===== config.mk =====
export PLATFORM = sky130hd
export DESIGN_NAME = debounced_pulse_rate_meter_unit
export DESIGN_NICKNAME = d
export VERILOG_FILES = /design/src/rtl/dprm_pkg.sv /design/src/rtl/dprm_ram.sv /design/src/rtl/debounced_pulse_rate_meter_unit.sv
export VERILOG_INCLUDE_DIRS = /design/src /design/src/rtl
export SDC_FILE = /design/constraint.sdc
export NUM_CORES = 2
export LEC_CHECK = 0
export BUFFER_PORTS_ARGS = -buffer_cell sky130_fd_sc_hd__clkbuf_2
export CORE_MARGIN = 2
export CORE_UTILIZATION = 45
export CTS_CLUSTER_SIZE = 16
export DETAILED_ROUTE_END_ITERATION = 12
export GPL_TIMING_DRIVEN = 1
export PLACE_DENSITY = 0.67
export SLEW_MARGIN = 15
export SYNTH_ARGS = -nofsm -noshare
export SYNTH_HDL_FRONTEND = slang
export SYNTH_HIERARCHICAL = 1
export SYNTH_SLANG_ARGS = --single-unit

===== constraint.sdc =====
create_clock -name clk -period 5.5 [get_ports clk]
set_input_delay 0.825 -clock clk [delete_from_list [all_inputs] [get_ports clk]]
set_output_delay 0.825 -clock clk [all_outputs]
set_load 0.1 [all_outputs]

===== src/rtl/debounced_pulse_rate_meter_unit_defines.svh =====
// Assertion macros shared by the rate meter RTL.
`ifndef DEBOUNCED_PULSE_RATE_METER_UNIT_DEFINES_SVH
`define DEBOUNCED_PULSE_RATE_METER_UNIT_DEFINES_SVH

// Checked on every rising edge outside reset.
`define DPRM_ASSERT(lbl, prop, msg) \
  lbl: assert property (@(posedge clk) disable iff (rst) prop) else $error(msg);

// Checked on every rising edge, reset included.
`define DPRM_ASSERT_ALWAYS(lbl, prop, msg) \
  lbl: assert property (@(posedge clk) prop) else $error(msg);

`endif


===== src/rtl/dprm_pkg.sv =====
`default_nettype none
package dprm_pkg;

  localparam int WINDOW_SECONDS     = 60;
  localparam int POS_W              = (WINDOW_SECONDS > 1) ? $clog2(WINDOW_SECONDS) : 1;
  localparam int FILLED_W           = $clog2(WINDOW_SECONDS + 1);
  localparam int TIME_W             = 32;
  localparam int DEBOUNCE_W         = 16;
  localparam int TALLY_W            = 16;
  localparam int TOTAL_W            = $clog2(WINDOW_SECONDS * (2**TALLY_W - 1) + 1);
  localparam int MINUTE_W           = 22;
  localparam int SECS_OUT_W         = 6;
  localparam int SPM_W              = 6;
  localparam int PROD_W             = (TOTAL_W + SPM_W > MINUTE_W) ? TOTAL_W + SPM_W
                                                                  : MINUTE_W + 1;
  localparam int CNT_W              = $clog2(PROD_W);

  localparam logic [SPM_W-1:0]      SECONDS_PER_MINUTE = SPM_W'(60);
  localparam logic [TALLY_W-1:0]    TALLY_MAX          = '1;
  localparam logic [MINUTE_W-1:0]   MINUTE_RATE_MAX    = '1;
  localparam logic [DEBOUNCE_W-1:0] DEBOUNCE_RESET     = DEBOUNCE_W'(100);

  localparam logic ACTION_PULSE = 1'b0;
  localparam logic ACTION_TICK  = 1'b1;

  typedef struct packed {
    logic              action;
    logic [TIME_W-1:0] time_us;
  } dprm_in_t;

  typedef struct packed {
    logic                  pulse_accepted;
    logic [TALLY_W-1:0]    counts_per_second;
    logic [MINUTE_W-1:0]   counts_per_minute;
    logic [SECS_OUT_W-1:0] seconds_filled;
  } dprm_out_t;

  typedef enum logic [2:0] {
    ST_IDLE,
    ST_UPDATE,
    ST_MUL,
    ST_DIV,
    ST_EMIT
  } dprm_state_t;

endpackage
`default_nettype wire


===== src/rtl/dprm_ram.sv =====
`default_nettype none
module dprm_ram #(
  parameter int WIDTH = 16,
  parameter int DEPTH = 60
) (
  input  wire logic                                         clk,
  input  wire logic                                         we,
  input  wire logic [((DEPTH > 1) ? $clog2(DEPTH) : 1)-1:0] waddr,
  input  wire logic [WIDTH-1:0]                             wdata,
  input  wire logic [((DEPTH > 1) ? $clog2(DEPTH) : 1)-1:0] raddr,
  output logic      [WIDTH-1:0]                             rdata
);

  logic [WIDTH-1:0] mem [DEPTH];

  always_ff @(posedge clk) begin
    if (we) begin
      mem[waddr] <= wdata;
    end
    rdata <= mem[raddr];
  end

endmodule
`default_nettype wire


===== src/rtl/debounced_pulse_rate_meter_unit.sv =====
`default_nettype none
// Debounced pulse rate meter. Each request is either a detector pulse with its
// microsecond timestamp or a one-second tick, and each yields exactly one
// result. A pulse goes from idle straight to the emit state, which loads the
// output register once the output is free. A tick passes through the update
// state for the ring read-modify-write of the running window total, the
// multiply by 60, a bit-serial divide by the number of seconds held, one
// quotient bit per cycle, and the emit state. One request is worked on at a
// time; the next is accepted in the cycle after the previous result has moved
// into the output register, even if that result has not yet been taken. While
// a result waits in the output register and another is ready, the block holds
// and stalls its input. The per-second ring lives in a 60-entry synchronous RAM
// and needs no clearing.
module debounced_pulse_rate_meter_unit
  import dprm_pkg::*;
(
  input  wire logic                  clk,
  input  wire logic                  rst,
  input  wire logic                  in_valid,
  output logic                       in_stall,
  input  wire dprm_in_t              in_item,
  output logic                       out_valid,
  input  wire logic                  out_stall,
  output dprm_out_t                  out_item,
  input  wire logic                  cfg_we,
  input  wire logic [DEBOUNCE_W-1:0] cfg_wdata
);

`include "debounced_pulse_rate_meter_unit_defines.svh"

  dprm_state_t           state, state_next;
  logic [DEBOUNCE_W-1:0] debounce_time_us;
  logic [TIME_W-1:0]     last_counted_time;
  logic [TALLY_W-1:0]    pulse_tally;
  logic [POS_W-1:0]      ring_position;
  logic                  ring_full;
  logic [TOTAL_W-1:0]    window_total;
  logic [TALLY_W-1:0]    latest_rate;
  logic [MINUTE_W-1:0]   latest_minute_rate;
  logic                  res_accepted;

  logic [PROD_W-1:0]     div_q;
  logic [FILLED_W-1:0]   div_rem;
  logic [FILLED_W-1:0]   div_divisor;
  logic [CNT_W-1:0]      div_cnt;

  logic                  accept;
  logic                  pulse_taken;
  logic                  out_free;
  logic [FILLED_W-1:0]   filled;
  logic [TIME_W-1:0]     elapsed;
  logic                  pulse_ok;
  logic [FILLED_W:0]     rem_sh;
  logic                  q_bit;
  logic [PROD_W-1:0]     q_next;
  logic                  div_last;
  logic [TALLY_W-1:0]    ram_rdata;
  logic [TOTAL_W-1:0]    old_entry;

  assign in_stall    = (state != ST_IDLE);
  assign accept      = in_valid && !in_stall;
  assign pulse_taken = accept && (in_item.action == ACTION_PULSE);
  assign out_free    = !out_valid || !out_stall;
  assign filled   = ring_full ? FILLED_W'(WINDOW_SECONDS) : FILLED_W'(ring_position);
  assign elapsed  = in_item.time_us - last_counted_time;
  assign pulse_ok = (elapsed >= TIME_W'(debounce_time_us));

  // One restoring division step per cycle.
  assign rem_sh    = {div_rem, div_q[PROD_W-1]};
  assign q_bit     = (rem_sh >= {1'b0, div_divisor});
  assign q_next    = {div_q[PROD_W-2:0], q_bit};
  assign div_last  = (div_cnt == CNT_W'(PROD_W - 1));
  assign old_entry = ring_full ? TOTAL_W'(ram_rdata) : '0;

  dprm_ram #(
    .WIDTH (TALLY_W),
    .DEPTH (WINDOW_SECONDS)
  ) u_ring (
    .clk   (clk),
    .we    (state == ST_UPDATE),
    .waddr (ring_position),
    .wdata (pulse_tally),
    .raddr (ring_position),
    .rdata (ram_rdata)
  );

  always_ff @(posedge clk) begin
    if (rst) begin
      state <= ST_IDLE;
    end else begin
      state <= state_next;
    end
  end

  always_comb begin
    state_next = state;
    case (state)
      ST_IDLE: begin
        if (accept) begin
          state_next = (in_item.action == ACTION_TICK) ? ST_UPDATE : ST_EMIT;
        end
      end
      ST_UPDATE: state_next = ST_MUL;
      ST_MUL:    state_next = ST_DIV;
      ST_DIV: begin
        if (div_last) begin
          state_next = ST_EMIT;
        end
      end
      ST_EMIT: begin
        if (out_free) begin
          state_next = ST_IDLE;
        end
      end
      default:   state_next = ST_IDLE;
    endcase
  end

  always_ff @(posedge clk) begin
    if (rst) begin
      debounce_time_us   <= DEBOUNCE_RESET;
      last_counted_time  <= '0;
      pulse_tally        <= '0;
      ring_position      <= '0;
      ring_full          <= 1'b0;
      window_total       <= '0;
      latest_rate        <= '0;
      latest_minute_rate <= '0;
      out_valid          <= 1'b0;
    end else begin
      if (cfg_we) begin
        debounce_time_us <= cfg_wdata;
      end
      // In the emit state a taken result is replaced directly below.
      if (out_valid && !out_stall && state != ST_EMIT) begin
        out_valid <= 1'b0;
      end
      case (state)
        ST_IDLE: begin
          if (accept) begin
            res_accepted <= (in_item.action == ACTION_PULSE) && pulse_ok;
            if (in_item.action == ACTION_PULSE && pulse_ok) begin
              last_counted_time <= in_item.time_us;
              if (pulse_tally != TALLY_MAX) begin
                pulse_tally <= pulse_tally + TALLY_W'(1);
              end
            end
          end
        end
        ST_UPDATE: begin
          // The entry being replaced leaves the window only once the ring has wrapped.
          window_total <= window_total - old_entry + TOTAL_W'(pulse_tally);
          latest_rate  <= pulse_tally;
          pulse_tally  <= '0;
          if (ring_position == POS_W'(WINDOW_SECONDS - 1)) begin
            ring_position <= '0;
            ring_full     <= 1'b1;
          end else begin
            ring_position <= ring_position + POS_W'(1);
          end
        end
        ST_MUL: begin
          div_q       <= PROD_W'(window_total) * PROD_W'(SECONDS_PER_MINUTE);
          div_divisor <= filled;
          div_rem     <= '0;
          div_cnt     <= '0;
        end
        ST_DIV: begin
          div_q   <= q_next;
          div_rem <= q_bit ? FILLED_W'(rem_sh - {1'b0, div_divisor}) : rem_sh[FILLED_W-1:0];
          div_cnt <= div_cnt + CNT_W'(1);
          if (div_last) begin
            if (div_divisor == '0) begin
              latest_minute_rate <= '0;
            end else if (|q_next[PROD_W-1:MINUTE_W]) begin
              latest_minute_rate <= MINUTE_RATE_MAX;
            end else begin
              latest_minute_rate <= q_next[MINUTE_W-1:0];
            end
          end
        end
        ST_EMIT: begin
          if (out_free) begin
            out_valid                  <= 1'b1;
            out_item.pulse_accepted    <= res_accepted;
            out_item.counts_per_second <= latest_rate;
            out_item.counts_per_minute <= latest_minute_rate;
            out_item.seconds_filled    <= SECS_OUT_W'(filled);
          end
        end
        default: begin
        end
      endcase
    end
  end

  `DPRM_ASSERT_ALWAYS(a_reset_clears_out, (rst |=> !out_valid), "result valid after reset")
  `DPRM_ASSERT(a_pos_in_range, (ring_position < POS_W'(WINDOW_SECONDS)), "ring position beyond window")
  `DPRM_ASSERT(a_out_from_emit, ($rose(out_valid) |-> $past(state) == ST_EMIT), "stray result")
  `DPRM_ASSERT(a_tally_monotonic, (pulse_taken |=> pulse_tally >= $past(pulse_tally)), "tally dropped")

endmodule
`default_nettype wire

==> out/results.ini <==
[clocking]
cts_max_path_buffers = 3
cts_made_buffers = 116
clkTransAtPathRegs_ns = 0.07
cts_sinks = 1202
htreeDepth = 3
cts_tree = done
root_buffer = clkbuf_16
insertion_delay_ns = 0.73

[timing]
final.setup_skew_ns = 0.0591
postLayoutSetupSlackWorst_ns = 0.272
post-route-period-util_pct = 95.1
slew_headroom_pct = 26.7
maxSlewViolCount = 0
tightestPinTransition_ns = 1.10
tns_ns = 0
min_period_ns = 5.23
max_freq_mhz = 191
setup_viol = 0
finalHoldViolCount = 0

[route]
wl_um = 118000
drc = 0
dr.first_iter.drc_count = 2637
vias = 29300
drt-pass1-iter-count = 6
drt-vias-per-instance = 5.71
ant_nets = 0
post_drt_wl_per_cell_um = 23.1

[place]
placed_area_um2 = 54600
dp_slack_ns = -0.393
dp_hpwl_um = 73800
io_buffers = 100
place.gp.congestion = 0.873

[global_routing]
grt_pass1_vias = 29000
grt_usage_pct = 20.0
grt_max_degree = 107
gr-total-overflow = 0
antenna_found_initial = 2
grt_pass1_wl_um = 178000

[logic_synthesis]
synthTopCellsByArea = edfxtp_1 (61%), mux4_2 (8.8%), dfxtp_1 (5.8%)
synth_cell_types = 65
synth_edf_count = 1051
yosysSeqAreaShare_pct = 66.9
synthArstFlopShare_pct = 0
yosysTopAreaCell = edfxtp_1
netlist_area_um2 = 51700
syn_nets = 3534
ys_seq_elements = 1202
synth_cells = 3314
synth_top_cell_area_share_pct = 61.0
syn_area_per_cell_um2 = 15.6
ys.flop_type = edfxtp_1
yosysWarnings = 6
synth_most_common_cell = edfxtp_1
synthTopCellsByCount = edfxtp_1 (1051), nand2_1 (278), mux4_2 (201), nor2_1 (173), mux2i_1 (155)

[floorplan]
rows = 124
die_w_um = 343
coreArea_um2 = 114000
dieArea_um2 = 118000
ios = 101
initial_utilization_pct = 45.3
die_h_um = 343

[power_and_ir_drop]
seqPwrFrac_pct = 49.7
powerDensity_nw_per_um2 = 345
clkPwrFrac_pct = 39.8
power.leakage_nw = 19.3
internal-power_mw = 15.5
swShare_pct = 23.4
irDropWorstVdd_uv = 257
p_switching_mw = 4.72
comb_power_share_pct = 10.6

[critical_path]
required_ns = 6.06
path_max_fanout = 10
slowest_stage = or4_1
worst_setup_path_end_kind = flop
worstPathCellList = inv_1, ha_1, nor2b_1, o31a_1, o21ai_2, a21oi_1, or3_1, a21oi_2, o21bai_1, a21oi_1, xnor2_1, ha_1, nand4_1, nor3_1, a2111oi_2, nand3_1, or4_1, or4b_4, nor4_4, and4b_2, buf_12, nor2_4, clkbuf_16, mux2i_1
crit_arrival_ns = 5.78
worstSetupPathType = reg2reg
critical_path.startpoint_type = flop
cpPeakStageDelay_ns = 0.52

[cells_and_area]
drive_above_1_share_pct = 19.0
final_area_um2 = 58600
nNetsFinal = 3739
syn_to_final_growth_pct = 13.3

[run_status]
outcome = finished clean

[job]
cap_violations = 0

[worst_hold_path]
worstHoldPathType = in2reg

per-layer routing:
metal	up-vias	track usage (%)	wire, um
met3	202	3.10	7940
met2	1018	33.0	57600
met4	0	6.53	3340
met5	-	0	0
li1	13200	-	-
met1	14900	27.2	49500
flip-flops by register name, summed over array words and instances (netlist names), 22 cells and up:
register and cells:
div_q 28, out_item 45, last_counted_time 32, window_total 22
latest_minute_rate 22, u_ring/mem 960
through the flow:
stage / utilization [%] / power (mW) / instances / hold slack, ns
6_report: 51.3 / 20.2 / 5132 / 0.382
5_1_grt: 51.3 / 20.9 / 5131 / 0.386
4_1_cts: 51.2 / 20.3 / 5126 / 0.347
3_5_place_dp: 47.8 / 12.3 / 4909 / 0.413
3_3_place_gp: 47.8 / 12.3 / 4909 / 0.412
2_1_floorplan: - / 11.9 / 3314 / 0.400
power by group through the flow:
stage	clock network (mW)	logic (mW)	registers (mW)
floorplan	0	1.67	10.2
global placement	0	2.10	10.2
detailed placement	0	2.12	10.2
CTS	8.18	2.13	10.0
global route	8.49	2.39	10.0
finish	8.03	2.13	10.0
path summary, 6_finish.rpt:
check	depth (start not counted)	to	slack, ns	start
hold reg to reg	0	out_item[14]	0.42	latest_minute_rate[8]
hold / removal	3	debounce_time_us[6]	0.38	cfg_wdata[6]
setup / recovery	24	last_counted_time[16]	0.27	last_counted_time[1]
setup reg to reg	24	last_counted_time[16]	0.27	last_counted_time[1]
cells in the final DEF, fill, tap and decap left out, types with 13 or more instances in the layout:
cell type / count
a21o_1: 17
nor2_1: 168
clkinv_1: 24
clkbuf_2: 99
o21ai_0: 77
inv_1: 145
edfxtp_1: 1051
dfxtp_1: 130
a21oi_1: 150
o21a_1: 22
and2_1: 27
a221oi_1: 54
xor2_1: 23
nand4_1: 17
a31oi_1: 13
mux4_2: 201
o211ai_1: 53
nand2b_1: 21
nand3_1: 57
xnor2_1: 38
a22oi_1: 40
mux2i_1: 155
or4_1: 15
buf_4: 137
clkinv_2: 21
dfxtp_2: 19
or2_2: 15
and3_1: 14
clkbuf_16: 121
nand2_1: 278
nor2b_1: 20
fa_1: 59
ha_1: 106
clkbuf_1: 17
nor3_1: 24
cell families after synthesis:
| logic type | after synthesis | share of synthesized area, % |
|---|---|---|
| AOI/OAI and AO/OA | 508 | 6.50 |
| xor gates and xnor gates | 61 | 1.03 |
| adders and majority gates | 166 | 4.87 |
| buffers and inverters | 307 | 2.59 |
| DFF | 1202 | 66.9 |
| muxes | 357 | 11.8 |
| and+or+nand+nor | 713 | 6.35 |
critical path: cells and delay by family (launching register included):
kind	cells	cell delay, ns
AOI/OAI and AO/OA	7	1.15
xor gates and xnor gates	1	0.15
adders and majority gates	2	0.51
buffers and inverters	3	0.41
DFF	1	0.35
muxes	1	0.12
and+or+nand+nor	10	2.44
timing repair:
item / CTS / global route
setup endpoints to repair: 0 / 49
hold buffers: 0 / 0
gates resized for setup: 0 / 7
buffers inserted: 0 / 1
area by class of cell:
class                      count  area, um2
inverter                     147        552
fill                        9315      55600
multi-input combinational   1805      15900
timing repair buffer         247       1740
clock inverter                73        751
tap                         1512       1890
antenna                        2       5.00
clock buffer                 144       3150
sequential                  1202      34600
Power figures use the tool's default switching activity.
